<file path="src/rtl/core/btk_pkg.sv">
`timescale 1ns / 1ps
`default_nettype none
// ----------------------------------------------------------------------------
// btk_pkg: shared types and constants of the beam top-k keeper
// Entry layout, command codes, controller states and the result record.
// ----------------------------------------------------------------------------
package btk_pkg;

    localparam int BeamMax = 16;
    localparam int IdxW    = (BeamMax > 1) ? $clog2(BeamMax) : 1;
    localparam int CntW    = $clog2(BeamMax + 1);
    localparam int CfgW    = 5;
    localparam int HeldW   = 5;
    localparam int EntryW  = 64;

    typedef enum logic [1:0] {
        CMD_CLEAR = 2'd0,
        CMD_OFFER = 2'd1,
        CMD_DRAIN = 2'd2,
        CMD_NONE  = 2'd3
    } cmd_t;

    typedef struct packed {
        logic [15:0]        action;
        logic [15:0]        source;
        logic signed [31:0] score;
    } entry_t;

    typedef struct packed {
        logic               inserted;
        logic [HeldW-1:0]   held_count;
        logic               entry_valid;
        entry_t             entry;
        logic               last;
    } result_t;

    typedef enum logic [2:0] {
        ST_IDLE,
        ST_SCAN,
        ST_PICK,
        ST_SHIFT_RD,
        ST_SHIFT_WR,
        ST_REPLY
    } state_t;

endpackage
`default_nettype wire

</file>
<file path="src/rtl/core/btk_ram.sv">
`timescale 1ns / 1ps
`default_nettype none
// ----------------------------------------------------------------------------
// btk_ram: generic single-write, single-read RAM
// One write port and one read port with registered read data.
// ----------------------------------------------------------------------------
module btk_ram #(
    parameter int Width = 8,
    parameter int Depth = 16
) (
    input  wire                              aclk,
    input  wire                              wr_en,
    input  wire  [$clog2(Depth > 1 ? Depth : 2)-1:0] wr_addr,
    input  wire  [Width-1:0]                 wr_data,
    input  wire  [$clog2(Depth > 1 ? Depth : 2)-1:0] rd_addr,
    output logic [Width-1:0]                 rd_data
);

    logic [Width-1:0] mem [Depth];

    always_ff @(posedge aclk) begin
        if (wr_en) begin
            mem[wr_addr] <= wr_data;
        end
        rd_data <= mem[rd_addr];
    end

endmodule
`default_nettype wire

</file>
<file path="src/rtl/core/btk_ctrl.sv">
`timescale 1ns / 1ps
`default_nettype none
// ----------------------------------------------------------------------------
// btk_ctrl: sequencer of the beam top-k keeper
// Scans the entry memory for minima, shifts entries after an eviction and
// produces the results of clear, offer, drain and unused commands.
// ----------------------------------------------------------------------------
module btk_ctrl (
    input  wire                         aclk,
    input  wire                         aresetn,
    input  wire  [btk_pkg::CntW-1:0]    cap,
    input  wire                         in_valid,
    output logic                        in_ready,
    input  wire  [1:0]                  in_cmd,
    input  wire  btk_pkg::entry_t       in_entry,
    input  wire                         out_free,
    output logic                        res_load,
    output btk_pkg::result_t            res,
    output logic                        ram_we,
    output logic [btk_pkg::IdxW-1:0]    ram_waddr,
    output btk_pkg::entry_t             ram_wdata,
    output logic [btk_pkg::IdxW-1:0]    ram_raddr,
    input  wire  btk_pkg::entry_t       ram_rdata
);

    localparam int CntW = btk_pkg::CntW;
    localparam int IdxW = btk_pkg::IdxW;

    btk_pkg::state_t        state_reg, state_next;
    logic [CntW-1:0]        fill_reg, fill_next;
    btk_pkg::entry_t        new_reg, new_next;
    logic [CntW-1:0]        issue_reg, issue_next;
    logic                   pend_vld_reg, pend_vld_next;
    logic [IdxW-1:0]        pend_idx_reg, pend_idx_next;
    logic                   found_reg, found_next;
    logic [IdxW-1:0]        min_idx_reg, min_idx_next;
    btk_pkg::entry_t        min_reg, min_next;
    logic [btk_pkg::BeamMax-1:0] emitted_reg, emitted_next;
    logic [CntW-1:0]        left_reg, left_next;
    logic                   drain_reg, drain_next;
    logic [IdxW-1:0]        sh_reg, sh_next;

    always_ff @(posedge aclk) begin
        if (!aresetn) begin
            state_reg    <= btk_pkg::ST_IDLE;
            fill_reg     <= '0;
            pend_vld_reg <= 1'b0;
        end else begin
            state_reg    <= state_next;
            fill_reg     <= fill_next;
            pend_vld_reg <= pend_vld_next;
        end
        new_reg      <= new_next;
        issue_reg    <= issue_next;
        pend_idx_reg <= pend_idx_next;
        found_reg    <= found_next;
        min_idx_reg  <= min_idx_next;
        min_reg      <= min_next;
        emitted_reg  <= emitted_next;
        left_reg     <= left_next;
        drain_reg    <= drain_next;
        sh_reg       <= sh_next;
    end

    always_comb begin
        logic skip;
        logic [CntW-1:0] sh_plus;
        state_next    = state_reg;
        fill_next     = fill_reg;
        new_next      = new_reg;
        issue_next    = issue_reg;
        pend_vld_next = 1'b0;
        pend_idx_next = pend_idx_reg;
        found_next    = found_reg;
        min_idx_next  = min_idx_reg;
        min_next      = min_reg;
        emitted_next  = emitted_reg;
        left_next     = left_reg;
        drain_next    = drain_reg;
        sh_next       = sh_reg;
        in_ready      = 1'b0;
        res_load      = 1'b0;
        res           = '0;
        res.last      = 1'b1;
        ram_we        = 1'b0;
        ram_waddr     = '0;
        ram_wdata     = in_entry;
        ram_raddr     = issue_reg[IdxW-1:0];
        skip          = 1'b0;
        sh_plus       = CntW'(sh_reg) + CntW'(1);

        unique case (state_reg)
            btk_pkg::ST_IDLE: begin
                in_ready = out_free;
                if (in_valid && out_free) begin
                    issue_next = '0;
                    found_next = 1'b0;
                    new_next   = in_entry;
                    case (in_cmd)
                        btk_pkg::CMD_CLEAR: begin
                            fill_next = '0;
                            res_load  = 1'b1;
                        end
                        btk_pkg::CMD_OFFER: begin
                            if (fill_reg < cap) begin
                                ram_we         = 1'b1;
                                ram_waddr      = fill_reg[IdxW-1:0];
                                fill_next      = fill_reg + CntW'(1);
                                res.inserted   = 1'b1;
                                res.held_count = btk_pkg::HeldW'(fill_reg + CntW'(1));
                                res_load       = 1'b1;
                            end else begin
                                drain_next = 1'b0;
                                state_next = btk_pkg::ST_SCAN;
                            end
                        end
                        btk_pkg::CMD_DRAIN: begin
                            if (fill_reg == '0) begin
                                res_load = 1'b1;
                            end else begin
                                drain_next   = 1'b1;
                                emitted_next = '0;
                                left_next    = fill_reg;
                                state_next   = btk_pkg::ST_SCAN;
                            end
                        end
                        default: begin
                            res.held_count = btk_pkg::HeldW'(fill_reg);
                            res_load       = 1'b1;
                        end
                    endcase
                end
            end

            btk_pkg::ST_SCAN: begin
                // Reads go out one slot per cycle; each compare uses the data
                // of the read issued in the cycle before.
                if (issue_reg < fill_reg) begin
                    issue_next    = issue_reg + CntW'(1);
                    pend_vld_next = 1'b1;
                    pend_idx_next = issue_reg[IdxW-1:0];
                end
                if (pend_vld_reg) begin
                    skip = drain_reg && emitted_reg[pend_idx_reg];
                    if (!skip && (!found_reg || (ram_rdata.score < min_reg.score))) begin
                        found_next   = 1'b1;
                        min_next     = ram_rdata;
                        min_idx_next = pend_idx_reg;
                    end
                    if (CntW'(pend_idx_reg) + CntW'(1) == fill_reg) begin
                        state_next = btk_pkg::ST_PICK;
                    end
                end
            end

            btk_pkg::ST_PICK: begin
                if (drain_reg) begin
                    if (out_free) begin
                        res.entry_valid = 1'b1;
                        res.entry       = min_reg;
                        res.held_count  = btk_pkg::HeldW'(left_reg - CntW'(1));
                        res.last        = (left_reg == CntW'(1));
                        res_load        = 1'b1;
                        emitted_next[min_idx_reg] = 1'b1;
                        left_next       = left_reg - CntW'(1);
                        issue_next      = '0;
                        found_next      = 1'b0;
                        if (left_reg == CntW'(1)) begin
                            fill_next  = '0;
                            state_next = btk_pkg::ST_IDLE;
                        end else begin
                            state_next = btk_pkg::ST_SCAN;
                        end
                    end
                end else if (new_reg.score > min_reg.score) begin
                    sh_next    = min_idx_reg;
                    state_next = btk_pkg::ST_SHIFT_RD;
                end else begin
                    state_next = btk_pkg::ST_REPLY;
                end
            end

            btk_pkg::ST_SHIFT_RD: begin
                // Entries after the evicted one close up so that slot order
                // stays arrival order; the newcomer takes the last slot.
                if (sh_plus < fill_reg) begin
                    ram_raddr  = sh_plus[IdxW-1:0];
                    state_next = btk_pkg::ST_SHIFT_WR;
                end else begin
                    ram_we     = 1'b1;
                    ram_waddr  = sh_reg;
                    ram_wdata  = new_reg;
                    state_next = btk_pkg::ST_REPLY;
                end
            end

            btk_pkg::ST_SHIFT_WR: begin
                ram_we     = 1'b1;
                ram_waddr  = sh_reg;
                ram_wdata  = ram_rdata;
                sh_next    = sh_plus[IdxW-1:0];
                state_next = btk_pkg::ST_SHIFT_RD;
            end

            btk_pkg::ST_REPLY: begin
                if (out_free) begin
                    res.held_count = btk_pkg::HeldW'(fill_reg);
                    res_load       = 1'b1;
                    state_next     = btk_pkg::ST_IDLE;
                end
            end

            default: begin
                state_next = btk_pkg::ST_IDLE;
            end
        endcase
    end

endmodule
`default_nettype wire

</file>
<file path="src/rtl/core/beam_top_k_keeper.sv">
`timescale 1ns / 1ps
`default_nettype none
// ----------------------------------------------------------------------------
// beam_top_k_keeper: keeps the best-scoring candidates of one search step
// Entries live in one RAM in arrival order; a sequencer scans and shifts it.
// ----------------------------------------------------------------------------
// Latency: clear, unused command, empty drain and a non-full offer give their
//   result in the cycle after the transfer. A full offer shows it after a scan
//   of all held entries, plus a shift of the later entries when it evicts.
// Throughput: one item at a time; a drain rescans all held entries for each
//   minimum it emits, through the single RAM read port.
// Reset: synchronous, active low; the set is empty and the capacity is 16.
module beam_top_k_keeper (
    input  wire          aclk,
    input  wire          aresetn,
    input  wire          cfg_wr_en,
    input  wire  [4:0]   cfg_wr_data,
    input  wire          s_tvalid,
    output logic         s_tready,
    // score[31:0], source_slot[47:32], action_code[63:48]
    input  wire  [63:0]  s_tdata,
    // command[1:0]
    input  wire  [1:0]   s_tuser,
    output logic         m_tvalid,
    input  wire          m_tready,
    // inserted[0], held_count[5:1], entry_score[37:6], entry_source[53:38],
    // entry_action[69:54], zero fill[71:70]
    output logic [71:0]  m_tdata,
    // entry_valid[0]
    output logic [0:0]   m_tuser,
    output logic         m_tlast
);

    localparam int CntW = btk_pkg::CntW;
    localparam int IdxW = btk_pkg::IdxW;

    logic [btk_pkg::CfgW-1:0] cfg_reg;
    logic [CntW-1:0]          cap;
    logic                     out_valid_reg;
    btk_pkg::result_t         out_reg;
    logic                     out_free;
    logic                     res_load;
    btk_pkg::result_t         res;
    logic                     ram_we;
    logic [IdxW-1:0]          ram_waddr, ram_raddr;
    btk_pkg::entry_t          ram_wdata, ram_rdata, in_entry;

    always_ff @(posedge aclk) begin
        if (!aresetn) begin
            cfg_reg <= btk_pkg::CfgW'(16);
        end else if (cfg_wr_en) begin
            cfg_reg <= cfg_wr_data;
        end
    end

    // A capacity of zero acts as one; values above the store depth saturate.
    always_comb begin
        if (cfg_reg == '0) begin
            cap = CntW'(1);
        end else if (int'(cfg_reg) > btk_pkg::BeamMax) begin
            cap = CntW'(btk_pkg::BeamMax);
        end else begin
            cap = CntW'(cfg_reg);
        end
    end

    assign out_free = !out_valid_reg || m_tready;

    always_ff @(posedge aclk) begin
        if (!aresetn) begin
            out_valid_reg <= 1'b0;
        end else if (res_load) begin
            out_valid_reg <= 1'b1;
        end else if (m_tready) begin
            out_valid_reg <= 1'b0;
        end
        if (res_load) begin
            out_reg <= res;
        end
    end

    assign in_entry.score  = s_tdata[31:0];
    assign in_entry.source = s_tdata[47:32];
    assign in_entry.action = s_tdata[63:48];

    btk_ram #(
        .Width (btk_pkg::EntryW),
        .Depth (btk_pkg::BeamMax)
    ) u_ram (
        .aclk    (aclk),
        .wr_en   (ram_we),
        .wr_addr (ram_waddr),
        .wr_data (ram_wdata),
        .rd_addr (ram_raddr),
        .rd_data (ram_rdata)
    );

    btk_ctrl u_ctrl (
        .aclk      (aclk),
        .aresetn   (aresetn),
        .cap       (cap),
        .in_valid  (s_tvalid),
        .in_ready  (s_tready),
        .in_cmd    (s_tuser),
        .in_entry  (in_entry),
        .out_free  (out_free),
        .res_load  (res_load),
        .res       (res),
        .ram_we    (ram_we),
        .ram_waddr (ram_waddr),
        .ram_wdata (ram_wdata),
        .ram_raddr (ram_raddr),
        .ram_rdata (ram_rdata)
    );

    assign m_tvalid = out_valid_reg;
    assign m_tdata  = {2'b00, out_reg.entry.action, out_reg.entry.source,
                       out_reg.entry.score, out_reg.held_count, out_reg.inserted};
    assign m_tuser  = out_reg.entry_valid;
    assign m_tlast  = out_reg.last;

endmodule
`default_nettype wire

</file>
<file path="config.mk">
export PLATFORM = sky130hd
export DESIGN_NAME = beam_top_k_keeper
export DESIGN_NICKNAME = d
export VERILOG_FILES = /design/src/rtl/core/btk_pkg.sv /design/src/rtl/core/btk_ram.sv /design/src/rtl/core/btk_ctrl.sv /design/src/rtl/core/beam_top_k_keeper.sv
export SDC_FILE = /design/constraint.sdc
export NUM_CORES = 2
export LEC_CHECK = 0
export ABC_AREA = 0
export BUFFER_PORTS_ARGS = -buffer_cell sky130_fd_sc_hd__buf_4
export CAP_MARGIN = 20
export CORE_UTILIZATION = 50
export DETAILED_ROUTE_END_ITERATION = 7
export PLACE_DENSITY = 0.66
export SLEW_MARGIN = 20
export SYNTH_ARGS = -nofsm -noshare
export SYNTH_HDL_FRONTEND = slang
export SYNTH_SLANG_ARGS = --single-unit
</file>
<file path="constraint.sdc">
create_clock -name aclk -period 8.99 [get_ports aclk]
set_clock_uncertainty 0.05 [all_clocks]
set_input_delay 0.899 -clock aclk [delete_from_list [all_inputs] [get_ports aclk]]
set_output_delay 0.899 -clock aclk [all_outputs]
set_load 0.02 [all_outputs]
</file>
==> flow_metrics.tcl <==
set metrics [dict create \
    synth_edf_count 1264 \
    status "completed" \
    port-buffer-count 149 \
    rr_startpoint "u_ctrl.sh_reg[0]$_DFFE_PP_" \
    area_delta_synth_final_pct 14.52 \
    startpoint_type "flip-flop" \
    grt-ovfl-total 0 \
    postRouteWirelength_mm 130.3 \
    ys_seq_area_share_pct 75.23 \
    die_h_um 326.2 \
    min_period_ns 5.630 \
    synth_async_sr_flop_share_pct 0 \
    drv_slew 0 \
    pwr-share-seq_pct 50.9 \
    relSlewSlack_pct 24.50 \
    synth.mux.area_fraction_pct 10.12 \
    cp-end-kind "flip-flop" \
    power.internal_w 0.01092 \
    largest_register_ffs 1024 \
    synth_compound_area_share_pct 6.190 \
    nets 3488 \
    ys_warn_count 0 \
    regMostFlops "u_ram.mem" \
    min_path_type "primary input to flip-flop" \
    synth_top_area_share_pct 72.22 \
    synth_top_family_by_area "multiplexers" \
    die_x_um 326.2 \
    period_share_pct 62.62 \
    crit_type "flip-flop to flip-flop" \
    synth_area_mm2 0.05256 \
    cts.root.buffer_cell "clkbuf_16" \
    grt_max_degree 145 \
    grt_pass1_wl_mm 189.7 \
    hold_buffers 0 \
    grt_pass1_vias 29210 \
    antenna_found_initial 1 \
    p_leak_nw 22.30 \
    hold_viol 0 \
    vias_per_cell 6.034 \
    swShare_pct 22.84 \
    comb_power_share_pct 8.3 \
    worstSkewPairLatency_ns 0.74 \
    cap_violations 0 \
    powerDensity_mw_per_mm2 235.0 \
    synth_cell_type_count 69 \
    vias 29110 \
    cp.arrival_ns 5.95 \
    yosys.area.top_type "edfxtp_1" \
    die_area_mm2 0.1064 \
    cts_resized 0 \
    hold_depth 1 \
    synth-seq-cells 1343 \
    core-area_mm2 0.1038 \
    yosys-top-cells-area "edfxtp_1 (72%), mux2i_1 (9.9%), o22ai_1 (3.1%)" \
    required_ns 9.31 \
    wire_per_inst_um 27.02 \
    cts.sinks 1343 \
    cp_max_fo 33 \
    syn_avg_cell_area_um2 16.82 \
    synth_fa_ha_area_share_pct 2.047 \
    cts_tree "done" \
    cts_max_level 4 \
    syn_inst 3124 \
    synthSimpleGateAreaFrac_pct 4.331 \
    yosys.area_share.xor_xnor_pct 0.2833 \
    grt_usage_pct 24.23 \
    ioPinCount 152 \
    p_switching_w 0.003231 \
    critPathLaunch "u_ctrl.sh_reg[0]$_DFFE_PP_" \
    drive_above_1_share_pct 13.83 \
    place_congestion 0.8744 \
    dp.cells 4561 \
    finalSetupTns_ns 0 \
    finalNonFillerCells 4824 \
    hpwl_mm 70.04 \
    vdd_drop_max_uv 122.8 \
    utilization_pct 57.99 \
    rr_worst_depth 13 \
    fmaxAchievable_ghz 0.1776 \
    synthFlopType "edfxtp_1" \
    final_antenna_net_count 0 \
    rsz0062_at_grt "no" \
    cts_setup_buffers 0 \
    worst_pin_slew_ns 1.130 \
    drt_iter0_markers 3152 \
    setup_viol 0 \
    numCtsBuffers 140 \
    clkPwrFrac_pct 40.9 \
    clk_transition_reported_paths_ns 0.06 \
    rows 118 \
    start_util_pct 50.64 \
    clock_path_buffers 3 \
    drc 0 \
    hold_start "s_tdata[61]" \
    drt-pass1-iter-count 5 \
]
[power groups by stage]
stage | combinational, W | clock (W) | sequential [W]
after floorplan | 0.000762 | 0 | 0.00727
after detailed placement | 0.00115 | 0 | 0.00732
after global routing | 0.00125 | 0.00611 | 0.00720
final | 0.00117 | 0.00578 | 0.00719
after global placement | 0.00112 | 0 | 0.00732
after CTS | 0.00116 | 0.00587 | 0.00719
[path summary, 6_finish.rpt]
kind	to	slack, ns
max reg2reg	u_ram.mem[15][39]$_DFFE_PP_	3.36
min reg2reg	u_ctrl.min_reg[63]$_DFFE_PP_	0.39
max	u_ram.mem[15][39]$_DFFE_PP_	3.36
min	u_ctrl.new_reg[61]$_DFFE_PP_	0.29
[cells in the final DEF, fill, tap and decap left out, types with 8 or more instances in the layout]
cell type / Yosys / routed
a31oi_1: 10 / 10
edfxtp_1: 1264 / 1264
or4_1: 64 / 64
clkinv_1: 2 / 12
xnor2_1: 11 / 11
a21o_1: 18 / 18
a21boi_0: 8 / 8
clkbuf_1: 75 / 41
inv_1: 56 / 54
nand3_1: 23 / 22
clkbuf_16: 0 / 144
nand2_1: 165 / 165
nor3_1: 17 / 17
dfxtp_1: 79 / 79
o21ai_0: 21 / 20
nor2_4: 0 / 18
bufinv_16: 0 / 12
and2_1: 37 / 37
clkinv_2: 0 / 25
buf_4: 7 / 206
clkbuf_8: 0 / 12
nor2b_1: 14 / 14
mux2i_1: 518 / 517
a22oi_1: 63 / 63
nor2_1: 97 / 79
ha_1: 86 / 86
a21oi_1: 46 / 46
o22ai_1: 259 / 259
nand4_1: 12 / 12
[critical path, stage by stage (launching register included)]
cell      delay [ns]
edfxtp_1        0.50
ha_1            0.27
xnor2_1         0.36
inv_2           0.11
ha_1            0.37
a21o_1          0.19
a31oi_4         0.06
a21oi_4         0.73
o21ai_4         0.10
buf_4           0.34
o32ai_1         0.30
a32oi_1         0.29
nor2_4          0.93
buf_4           0.60
[cells by family after synthesis]
logic type / count (synthesis)
xor+xnor: 17
buf+inv: 215
simple gates: 460
other cells: 1
flops: 1343
mux: 525
compound gates: 477
fa+ha+maj: 86
[synthesized netlist by cell type, types with 4 or more instances]
master and count:
dfxtp_1 79, nor3_1 17, xnor2_1 11, a31oi_4 5, nand4_1 12, nand2b_1 6
ha_1 86, a21o_1 18, a21boi_0 8, and2_1 37, o211ai_1 6, nand3_1 23
inv_1 56, buf_2 67, buf_4 7, edfxtp_1 1264, mux2i_1 518, clkbuf_1 75
o21ai_0 21, nand2_1 165, and3_1 6, xor2_1 6, mux4_2 5, o221ai_1 4
nor2_1 97, nor4_1 5, nor2b_1 14, a31oi_1 10, or4_1 64, a21oi_1 46
o22ai_1 259, a22oi_1 63
[through the flow]
step	area (µm²)	total power, W	setup slack [ns]	hold slack [ns]
after floorplan	52560	0.008035	2.214	0.3587
after global placement	55440	0.008439	3.065	0.3726
after detailed placement	55450	0.008470	3.025	0.3726
after CTS	60100	0.01422	3.179	0.2502
after global routing	60190	0.01456	3.168	0.2666
final	60190	0.01415	3.360	0.2920
[area by class of cell]
cell class | instances | area [µm²]
fill | 7744 | 43600
antenna | 1 | 2.502
multi-input combinational | 1567 | 12310
tap | 1380 | 1727
clock inverter | 62 | 729.5
clock buffer | 197 | 3923
sequential | 1343 | 39540
timing repair buffer | 214 | 1729
inverter | 60 | 226.5
[routing by layer]
layer	GRT usage, %	share of wire [%]	up-vias	wire, µm
li1	-	-	12780	-
met4	7.869	2.5	0	3228
met3	3.641	7.1	206	9267
met2	38.99	48	1238	62620
met5	0	0	-	0
met1	34.01	42	14890	55220
Power figures use the tool's default switching activity.
